<file path="src/rtl/core/fdss_pkg.sv">
`timescale 1ns / 1ps
// ----------------------------------------------------------------------------
// fdss_pkg
// Types, constants and decode functions for the four-digit display scanner.
// ----------------------------------------------------------------------------
package fdss_pkg;

    localparam int NUM_DIGITS   = 4;
    localparam int NUMBER_W     = 32;
    localparam int PLACE_W      = 3;
    localparam int CODE_W       = 4;
    localparam int VALUE_W      = 14;
    localparam int QUO_W        = 10;
    localparam int Q100_W       = 7;
    localparam int SEG_W        = 8;
    localparam int SCAN_W       = 2;
    localparam int POINT_BIT    = 7;
    localparam int S_DATA_W     = 40;
    localparam int M_DATA_W     = 16;

    localparam logic [NUMBER_W-1:0] MAX_SHOWN      = 32'd9999;
    localparam logic [CODE_W-1:0]   BLANK_CODE     = 4'd10;
    localparam logic [PLACE_W-1:0]  NO_POINT       = 3'b111;
    localparam logic [12:0]         RECIP_TEN      = 13'd6554;
    localparam logic [12:0]         RECIP_HUNDRED  = 13'd5243;
    localparam logic [14:0]         RECIP_THOUSAND = 15'd16778;
    localparam logic [SEG_W-1:0]    SEG_BLANK      = 8'hFF;

    typedef enum logic [1:0] {
        KIND_LOAD    = 2'd0,
        KIND_CLEAR   = 2'd1,
        KIND_REFRESH = 2'd2
    } kind_t;

    typedef struct packed {
        logic [QUO_W-1:0]  quo;
        logic [CODE_W-1:0] rem;
    } divmod_t;

    // Valid for values up to 9999; the reciprocal error stays under one tenth.
    function automatic divmod_t div10(input logic [VALUE_W-1:0] v);
        logic [26:0]        prod;
        logic [QUO_W-1:0]   q;
        logic [VALUE_W-1:0] back;
        divmod_t            res;
        prod    = 27'(v) * 27'(RECIP_TEN);
        q       = prod[25:16];
        back    = VALUE_W'(q) * VALUE_W'(10);
        res.quo = q;
        res.rem = CODE_W'(v - back);
        return res;
    endfunction

    // Valid for values up to 9999.
    function automatic logic [Q100_W-1:0] div100(input logic [VALUE_W-1:0] v);
        logic [26:0] prod;
        prod = 27'(v) * 27'(RECIP_HUNDRED);
        return prod[25:19];
    endfunction

    // Valid for values up to 9999.
    function automatic logic [CODE_W-1:0] div1000(input logic [VALUE_W-1:0] v);
        logic [28:0] prod;
        prod = 29'(v) * 29'(RECIP_THOUSAND);
        return prod[27:24];
    endfunction

    function automatic logic [SEG_W-1:0] seg_decode(input logic [CODE_W-1:0] code);
        logic [SEG_W-1:0] seg;
        case (code)
            4'd0: seg = 8'hC0;
            4'd1: seg = 8'hF9;
            4'd2: seg = 8'hA4;
            4'd3: seg = 8'hB0;
            4'd4: seg = 8'h99;
            4'd5: seg = 8'h92;
            4'd6: seg = 8'h82;
            4'd7: seg = 8'hF8;
            4'd8: seg = 8'h80;
            4'd9: seg = 8'h90;
            default: seg = SEG_BLANK;
        endcase
        return seg;
    endfunction

endpackage

</file>
<file path="src/rtl/core/four_digit_seven_segment_scanner_core.sv">
`timescale 1ns / 1ps
// ----------------------------------------------------------------------------
// four_digit_seven_segment_scanner_core
// Multiplexed four-digit display driver: load, clear and refresh items.
// ----------------------------------------------------------------------------
// Path: a refresh item is held in the input register, and its result is then
// registered in the output register, where m_tvalid rises.
// Throughput: one item per cycle while m_tready is high. A refresh item waits
// in the input register while a result is held, which stalls the input.
// Reset: all digits blank, no point, scan at the leftmost digit, both
// registers empty.
module four_digit_seven_segment_scanner_core
    import fdss_pkg::*;
(
    input  logic                aclk,
    input  logic                aresetn,
    input  logic                s_tvalid,
    output logic                s_tready,
    input  logic [S_DATA_W-1:0] s_tdata,   // number [31:0], dot_position [34:32]
    input  logic [1:0]          s_tuser,   // kind [1:0]
    output logic                m_tvalid,
    input  logic                m_tready,
    output logic [M_DATA_W-1:0] m_tdata    // segments [7:0], digit_enables [11:8],
                                           // scan_digit [13:12]
);

    logic                in_valid_reg;
    logic [1:0]          in_kind_reg;
    logic [NUMBER_W-1:0] in_number_reg;
    logic [PLACE_W-1:0]  in_place_reg;

    logic [CODE_W-1:0]   codes_reg [NUM_DIGITS];
    logic [CODE_W-1:0]   codes_next [NUM_DIGITS];
    logic [PLACE_W-1:0]  point_reg;
    logic [PLACE_W-1:0]  point_next;
    logic [SCAN_W-1:0]   scan_reg;
    logic [SCAN_W-1:0]   scan_next;

    logic                out_valid_reg;
    logic [SEG_W-1:0]    out_seg_reg;
    logic [NUM_DIGITS-1:0] out_enables_reg;
    logic [SCAN_W-1:0]   out_scan_reg;

    logic                is_refresh;
    logic                out_free;
    logic                advance;
    logic                out_load;
    logic                in_range;
    logic [VALUE_W-1:0]  value;
    divmod_t             dm0;
    logic [Q100_W-1:0]   q100;
    logic [CODE_W-1:0]   q1000;
    logic [CODE_W-1:0]   digit1;
    logic [CODE_W-1:0]   digit2;
    logic [SEG_W-1:0]    seg;
    logic                point_hit;

    assign is_refresh = (in_kind_reg == KIND_REFRESH);
    assign out_free   = !out_valid_reg || m_tready;
    assign advance    = in_valid_reg && (!is_refresh || out_free);
    assign out_load   = advance && is_refresh;
    assign s_tready   = !in_valid_reg || advance;

    assign in_range = !in_number_reg[NUMBER_W-1] && (in_number_reg <= MAX_SHOWN);
    assign value    = in_number_reg[VALUE_W-1:0];

    always_comb begin
        dm0    = div10(value);
        q100   = div100(value);
        q1000  = div1000(value);
        digit1 = CODE_W'(dm0.quo - QUO_W'(q100) * QUO_W'(10));
        digit2 = CODE_W'(q100 - Q100_W'(q1000) * Q100_W'(10));
    end

    always_comb begin
        codes_next = codes_reg;
        point_next = point_reg;
        scan_next  = scan_reg;
        if (advance) begin
            case (in_kind_reg)
                KIND_LOAD: begin
                    if (in_range) begin
                        codes_next[3] = dm0.rem;
                        codes_next[2] = (dm0.quo != '0) ? digit1 : BLANK_CODE;
                        codes_next[1] = (q100 != '0) ? digit2 : BLANK_CODE;
                        codes_next[0] = (q1000 != '0) ? q1000 : BLANK_CODE;
                        point_next    = in_place_reg;
                    end else begin
                        for (int i = 0; i < NUM_DIGITS; i++) begin
                            codes_next[i] = BLANK_CODE;
                        end
                        point_next = NO_POINT;
                    end
                end
                KIND_CLEAR: begin
                    for (int i = 0; i < NUM_DIGITS; i++) begin
                        codes_next[i] = BLANK_CODE;
                    end
                    point_next = NO_POINT;
                end
                KIND_REFRESH: begin
                    scan_next = scan_reg + SCAN_W'(1);
                end
                default: begin
                end
            endcase
        end
    end

    always_comb begin
        point_hit = !point_reg[PLACE_W-1] &&
                    (scan_reg == SCAN_W'(2'd3 - point_reg[SCAN_W-1:0]));
        seg = seg_decode(codes_reg[scan_reg]);
        if (point_hit) begin
            seg[POINT_BIT] = 1'b0;
        end
    end

    always_ff @(posedge aclk) begin
        if (!aresetn) begin
            in_valid_reg  <= 1'b0;
            out_valid_reg <= 1'b0;
            point_reg     <= NO_POINT;
            scan_reg      <= '0;
            for (int i = 0; i < NUM_DIGITS; i++) begin
                codes_reg[i] <= BLANK_CODE;
            end
        end else begin
            if (s_tready) begin
                in_valid_reg <= s_tvalid;
            end
            if (out_load) begin
                out_valid_reg <= 1'b1;
            end else if (m_tready) begin
                out_valid_reg <= 1'b0;
            end
            codes_reg <= codes_next;
            point_reg <= point_next;
            scan_reg  <= scan_next;
        end
    end

    always_ff @(posedge aclk) begin
        if (s_tvalid && s_tready) begin
            in_kind_reg   <= s_tuser;
            in_number_reg <= s_tdata[NUMBER_W-1:0];
            in_place_reg  <= s_tdata[NUMBER_W+PLACE_W-1:NUMBER_W];
        end
        if (out_load) begin
            out_seg_reg     <= seg;
            out_enables_reg <= ~(NUM_DIGITS'(1) << scan_reg);
            out_scan_reg    <= scan_reg;
        end
    end

    assign m_tvalid = out_valid_reg;
    assign m_tdata  = {2'b00, out_scan_reg, out_enables_reg, out_seg_reg};

    a_one_enable: assert property (@(posedge aclk) disable iff (!aresetn)
        m_tvalid |-> ($countones(out_enables_reg) == NUM_DIGITS - 1))
        else $error("more or less than one digit enabled");

    a_scan_match: assert property (@(posedge aclk) disable iff (!aresetn)
        m_tvalid |-> !out_enables_reg[out_scan_reg])
        else $error("enabled digit does not match scan index");

    a_scan_step: assert property (@(posedge aclk) disable iff (!aresetn)
        out_load |=> (scan_reg == $past(scan_reg) + SCAN_W'(1)))
        else $error("scan index did not advance on refresh");

    a_clear_blanks: assert property (@(posedge aclk) disable iff (!aresetn)
        (advance && in_kind_reg == KIND_CLEAR) |=>
        (point_reg == NO_POINT && codes_reg[0] == BLANK_CODE &&
         codes_reg[3] == BLANK_CODE))
        else $error("clear did not blank the display");

endmodule
</file>
<file path="config.mk">
export PLATFORM = sky130hd
export DESIGN_NAME = four_digit_seven_segment_scanner_core
export DESIGN_NICKNAME = d
export VERILOG_FILES = /design/src/rtl/core/fdss_pkg.sv /design/src/rtl/core/four_digit_seven_segment_scanner_core.sv
export SDC_FILE = /design/constraint.sdc
export NUM_CORES = 1
export LEC_CHECK = 0
export BUFFER_PORTS_ARGS = -buffer_cell sky130_fd_sc_hd__buf_4
export CAP_MARGIN = 20
export CORE_MARGIN = 1
export CORE_UTILIZATION = 45
export CTS_BUF_LIST = sky130_fd_sc_hd__clkbuf_8 sky130_fd_sc_hd__clkbuf_16
export DETAILED_ROUTE_END_ITERATION = 10
export MAX_ROUTING_LAYER = met4
export PLACE_DENSITY = 0.61
export SLEW_MARGIN = 5
export SYNTH_ARGS = -nofsm -noshare
export SYNTH_HDL_FRONTEND = slang
export SYNTH_SLANG_ARGS = --single-unit
</file>
<file path="constraint.sdc">
create_clock -name aclk -period 6 [get_ports aclk]
set_input_delay 0.9 -clock aclk [delete_from_list [all_inputs] [get_ports aclk]]
set_output_delay 0.9 -clock aclk [all_outputs]
set_load 0.02 [all_outputs]
</file>
* Word level (Yosys, flattened, before mapping) *
Memory sizes are Yosys's and may differ from the RTL's. A register that Yosys moved wholly into a read port is not among the register bits.
Cells that the tools add are included.

word-level totals
  flip-flop bits (word level) = 67
  ROM bits = 112
  input port bits = 46
  output and inout bits = 18
  memories kept = 1

memories
  memory            depth  width  read ports  clocked after Yosys merged registers in  wr ports  line            RTL
  (name not given)  16     7      1           1                                        0         fdss_pkg.sv:70  case (code)

cells by class
  add/subtract/negate cells = 5
  multiply operators = 6
  magnitude comparators = 2
  equality and inequality tests = 3
  shift-type cells = 1
  muxes and demuxes = 12
  bitwise logic cells = 2
  reduce and logical (&&, ||, !) cells = 21

operators by type and width
  operator                                                                 number
  32-bit by 14-bit <= comparator with 1-bit output, second input constant  1
  16-bit one-hot mux with 2 select lines                                   1
  14-bit by 14-bit multiplier with 27-bit output, second input constant    1
  14-bit by 13-bit multiplier with 26-bit output, second input constant    1
  14-bit by 12-bit multiplier with 25-bit output, second input constant    1
  4-bit 2-to-1 mux                                                         5
  16-bit 2-to-1 mux                                                        1
  4-bit subtractor                                                         3
  10-bit by 3-bit multiplier with 3-bit output, second input constant      1
  10-bit nonzero test                                                      1
  4-bit binary-select mux with 2-bit select                                1
  7-bit by 3-bit multiplier with 3-bit output, second input constant       1
  7-bit nonzero test                                                       1
  3-bit one-hot mux with 2 select lines                                    1
  1-bit logical AND                                                        5
  1-bit zero test                                                          5
  4-bit by 3-bit multiplier with 3-bit output, second input constant       1
  4-bit inverter                                                           1
  2-bit AND reduction                                                      2
  2-bit nonzero test                                                       2
  4-bit nonzero test                                                       1
  1-bit by 2-bit left shift with 4-bit output, first input constant        1
  3-bit >= comparator, second input constant                               1
  1-bit logical OR                                                         3
  9 further kinds                                                          10

* Longest topological paths before layout *
  depth after elaboration = 6
  depth in mapped cells = 24
  mapped depth without buffers = 24

* Least setup slack after synthesis *
No wires, ideal clock.

  kind = reg2reg
  start point = register in_number_reg[12]
  end point = register codes_reg[11] in the netlist's numbering
  data arrival time = 6107 ps
  setup slack = -224 ps
  stages on the path, launching flop included = 23
  path buffers = 0
  period minus slack after synthesis = 6224 ps
  cell sequence = edfxtp_1 -> inv_1 -> fa_1 -> inv_1 -> ha_1 -> fa_1 -> fa_1 -> inv_1 -> fa_1 -> inv_1 -> ha_1 -> a21o_1 -> a21o_1 -> a21o_1 -> a2111o_1 -> a21oi_1 -> and3b_1 -> inv_1 -> ha_1 -> fa_1 -> xnor3_1 -> xnor2_1 -> o22a_1

between the ends
  word-level cells in the longest chain between the ends = 6
  elaborated cells on any way between the ends = 10
  classes of those cells = add/sub (1); mul (3); order compare (1); mux (3); reduce/logical (2)

ends and longest elaborated chain
  what                                            line                                          RTL
  start, declared                                 four_digit_seven_segment_scanner_core.sv:29   logic [NUMBER_W-1:0] in_number_reg;
  start signal, assigned                          four_digit_seven_segment_scanner_core.sv:146  in_number_reg <= s_tdata[NUMBER_W-1:0];
  14-bit by 14-bit multiplier with 27-bit output  fdss_pkg.sv:64                                prod = 29'(v) * 29'(RECIP_THOUSAND);
  4-bit by 3-bit multiplier with 3-bit output     four_digit_seven_segment_scanner_core.sv:72   digit2 = CODE_W'(q100 - Q100_W'(q1000) * Q100_W'(10));
  4-bit subtractor                                four_digit_seven_segment_scanner_core.sv:72
  4-bit 2-to-1 mux                                four_digit_seven_segment_scanner_core.sv:85   codes_next[1] = (q100 != '0) ? digit2 : BLANK_CODE;
  16-bit 2-to-1 mux (*)                           four_digit_seven_segment_scanner_core.sv:82   if (in_range) begin
  16-bit one-hot mux with 2 select lines (*)      four_digit_seven_segment_scanner_core.sv:80   case (in_kind_reg)
  end signal, assigned                            four_digit_seven_segment_scanner_core.sv:137  codes_reg <= codes_next;
  end, declared                                   four_digit_seven_segment_scanner_core.sv:32   logic [CODE_W-1:0] codes_reg [NUM_DIGITS];

Mark *: on every way between the ends. The rest lies on a longest branch, timed or not.
A chain may end at the register's enable or synchronous reset.

* Worst setup path in the final report *
  start point = register in_number_reg[8]
  end point = register codes_reg[10] in the netlist's numbering

The elaborated chain is that of the path after synthesis.

==> results.txt <==
Total Die Area: 26100 um2
Max Clock Skew: 0.00464 ns
Setup slack at placement: -0.208 ns
Count of flip-flops with a built-in enable after synthesis: 51
Power per cell area: 475 nW/um2
Post-DP HPWL: 22700 um
Number of cells traversed by the worst register-to-register path: 22
Number of max-slew violations in the final report: 0
Library cells used by synthesis: 78
Most frequent cells in the layout: sky130_fd_sc_hd__inv_1 (261), sky130_fd_sc_hd__ha_1 (227), sky130_fd_sc_hd__buf_4 (181)
Standard cell with the maximum stage delay on the critical path: sky130_fd_sc_hd__fa_2
Critical path depth: 22
Die X: 161 um
Boundary pin count: 64
Arrival time reported for the critical path endpoint: 6.25 ns
Most instantiated flip-flop cell in the synthesis netlist: sky130_fd_sc_hd__edfxtp_1
Smallest setup slack after layout: 0.0150 ns
Number of standard cells after synthesis: 1116
Peak supply drop: 0.504 mV
Vias after detailed routing: 8325
Initial antenna violation count: 0
Finish-stage setup viols: 0
DRC errors left: 0
CP Capture Type: register
Level count of the clock H-tree: 3
Cell leakage power: 7.11 nW
Final antenna-violating net count: 0
Ratio of final minimum period to clock period: 99.7%
Warnings from Yosys: 0
Remaining Overflow, GRT: 0
Leading cell types by total area after synthesis: sky130_fd_sc_hd__ha_1 (27%), sky130_fd_sc_hd__fa_1 (23%), sky130_fd_sc_hd__edfxtp_1 (13%)
Max reg flops: 32
Overall power of the completed layout: 6.68 mW
Cells along the critical path: buf_6 -> buf_4 -> ha_4 -> inv_1 -> fa_2 -> inv_2 -> fa_1 -> inv_2 -> fa_2 -> fa_1 -> inv_2 -> ha_4 -> a21o_1 -> a221o_1 -> a2111o_1 -> a211oi_1 -> and3b_2 -> inv_4 -> ha_2 -> fa_2 -> a211o_1 -> a21boi_1
Avg Cell Area, Syn: 10.3 um2
Crit path buffers/inverters: 7
CTS tree: yes
Layout net count: 1738
Post-Synthesis Cell Area: 11400 um2
Top cell family by delay on the critical path: adder cells
Routed wirelength normalized by instance count: 16.1 um
Result of the run: complete, no violations
Total core area: 24600 um2
Post-route cell area: 14100 um2
First-pass GRT wire length: 43400 um
GRT Resource Usage Total: 22.0%
Slew @ Worst Pin: 0.952 ns
Cell taking the most area after synthesis: sky130_fd_sc_hd__ha_1
DR vias/cell: 5.09
Quantity of hold-fixing buffers added after cts: 0
Number of port buffers: 56
Setup crit start kind: register
Area delta synth->final: 22.9%
Clock insertion delay at the later pin of the skew report: 0.33 ns
Height of the die: 161 um
Reported max-cap violation count: 0
Maximum number of pins on one net before global-route repair: 38
Max clock buf depth: 2
Number of cells in the finished layout apart from fillers: 1637
Largest fanout of any net on the critical path: 3
Number of antenna diodes: 0
Worst slew margin relative to its limit: 36.4%
Worst setup path category: reg2reg
DR pass1 iterations: 5
Cell row count: 57
Time the final worst path needs with I/O delays and setup: 5.98 ns
Sequential area share after synthesis: 17.4%
Number of cells on the worst hold path: 2
Total of flip-flops plus latches after synthesis: 74
Achievable Freq: 0.167 GHz
Critical Path RT: 6.26 ns
Worst path max stage delay: 0.53 ns
Root Driver: sky130_fd_sc_hd__clkbuf_16
RePlAce Congestion: 0.897
Path class of the lowest-slack min-delay path: reg2reg
Most common cell after layout, fill and taps aside: sky130_fd_sc_hd__inv_1
Fraction of layout cells with a size suffix above 1: 23.4%
Total Neg Setup Slack: 0 ns
Hold_ws: 0.454 ns
Cell count after placement: 1601
Initial core utilization: 46.5%
Number of global-route vias before repair: 8921
Final core utilization: 57.2%
Number of sinks handled by clock tree synthesis: 74
Clock slew at reported path FFs: 0.06 ns
Total placed instance area: 13100 um2
Fraction of post-synthesis cell area in the top cell type by area: 27.3%
Final wirelength: 26400 um
Async S/R FF share, synth: 0%
Fin. Hold Viols: 0
TritonCTS Buffers: 9
Detailed Route Iter0 Violations: 354
RSZ-0062 raised after global routing: true
[synth_stat cells (6+ instances only)]
cell / instances
sky130_fd_sc_hd__a21o_1: 21
sky130_fd_sc_hd__a21oi_1: 37
sky130_fd_sc_hd__a22oi_1: 6
sky130_fd_sc_hd__a31oi_1: 6
sky130_fd_sc_hd__and2_1: 10
sky130_fd_sc_hd__clkbuf_1: 8
sky130_fd_sc_hd__dfxtp_1: 23
sky130_fd_sc_hd__edfxtp_1: 51
sky130_fd_sc_hd__fa_1: 134
sky130_fd_sc_hd__ha_1: 250
sky130_fd_sc_hd__inv_1: 280
sky130_fd_sc_hd__nand2_1: 36
sky130_fd_sc_hd__nand3_1: 14
sky130_fd_sc_hd__nand4_1: 7
sky130_fd_sc_hd__nor2_1: 27
sky130_fd_sc_hd__nor2b_1: 16
sky130_fd_sc_hd__nor3_1: 8
sky130_fd_sc_hd__o21a_1: 10
sky130_fd_sc_hd__o21ai_0: 24
sky130_fd_sc_hd__o22ai_1: 6
sky130_fd_sc_hd__xnor2_1: 21
sky130_fd_sc_hd__xor2_1: 12
[worst register-to-register path, delay by kind of cell (launching register included)]
kind	cells	cell delay (ns)
flip-flops	1	0.47
AND/OR/NAND/NOR	1	0.29
buffers and inverters	7	0.60
adder cells (fa/ha/maj)	8	3.01
AO/OA/AOI/OAI	6	1.57
[timing repair]
action / CTS / global route
pin swaps: 24 / 48
gates cloned: 0 / 0
endpoints found under the setup margin: 6 / 7
setup buffers: 11 / 9
gates resized for setup: 19 / 63
[per-layer routing]
metal,share of wire [%],track usage [%],up-vias
met3,2.8,1.80,24
met4,1.8,4.37,0
met1,47,28.6,4047
li1,-,-,4109
met2,49,37.6,145
met5,0,-,-
[worst paths after layout]
check	to	slack (ns)	start
setup reg to reg	codes_reg[10]	0.02	in_number_reg[8]
hold / removal	codes_reg[10]	0.45	codes_reg[10]
setup / recovery	codes_reg[10]	0.02	in_number_reg[8]
hold reg to reg	codes_reg[10]	0.45	codes_reg[10]
[where the power goes]
group          leakage (nW)  switching, mW  internal (mW)
sequential            0.689         0.0130          0.564
combinational          6.27           2.86           2.70
clock                 0.149          0.218          0.330
[cells by family (layout without fill, tap and decap cells)]
family | after synthesis | count (layout) | synth area share (%)
and+or+nand+nor | 156 | 156 | 7.51
xor gates and xnor gates | 36 | 36 | 3.01
adders and majority gates | 384 | 384 | 50.8
other | 1 | 2 | 0.0328
buffers and inverters | 291 | 487 | 9.62
muxes | 9 | 9 | 1.14
AOI/OAI and AO/OA | 165 | 165 | 10.5
DFF | 74 | 74 | 17.4
[final cells by class]
type                    count  area (um2)
fillers                  2133       10500
multi-input cells         752        8810
flip-flops and latches     74        1990
repair buffers            191        1500
inverters                 280        1050
well taps                 324         405
clock buffers               9         225
clock inverters             7        83.8
(Power assumes the default switching activity.)
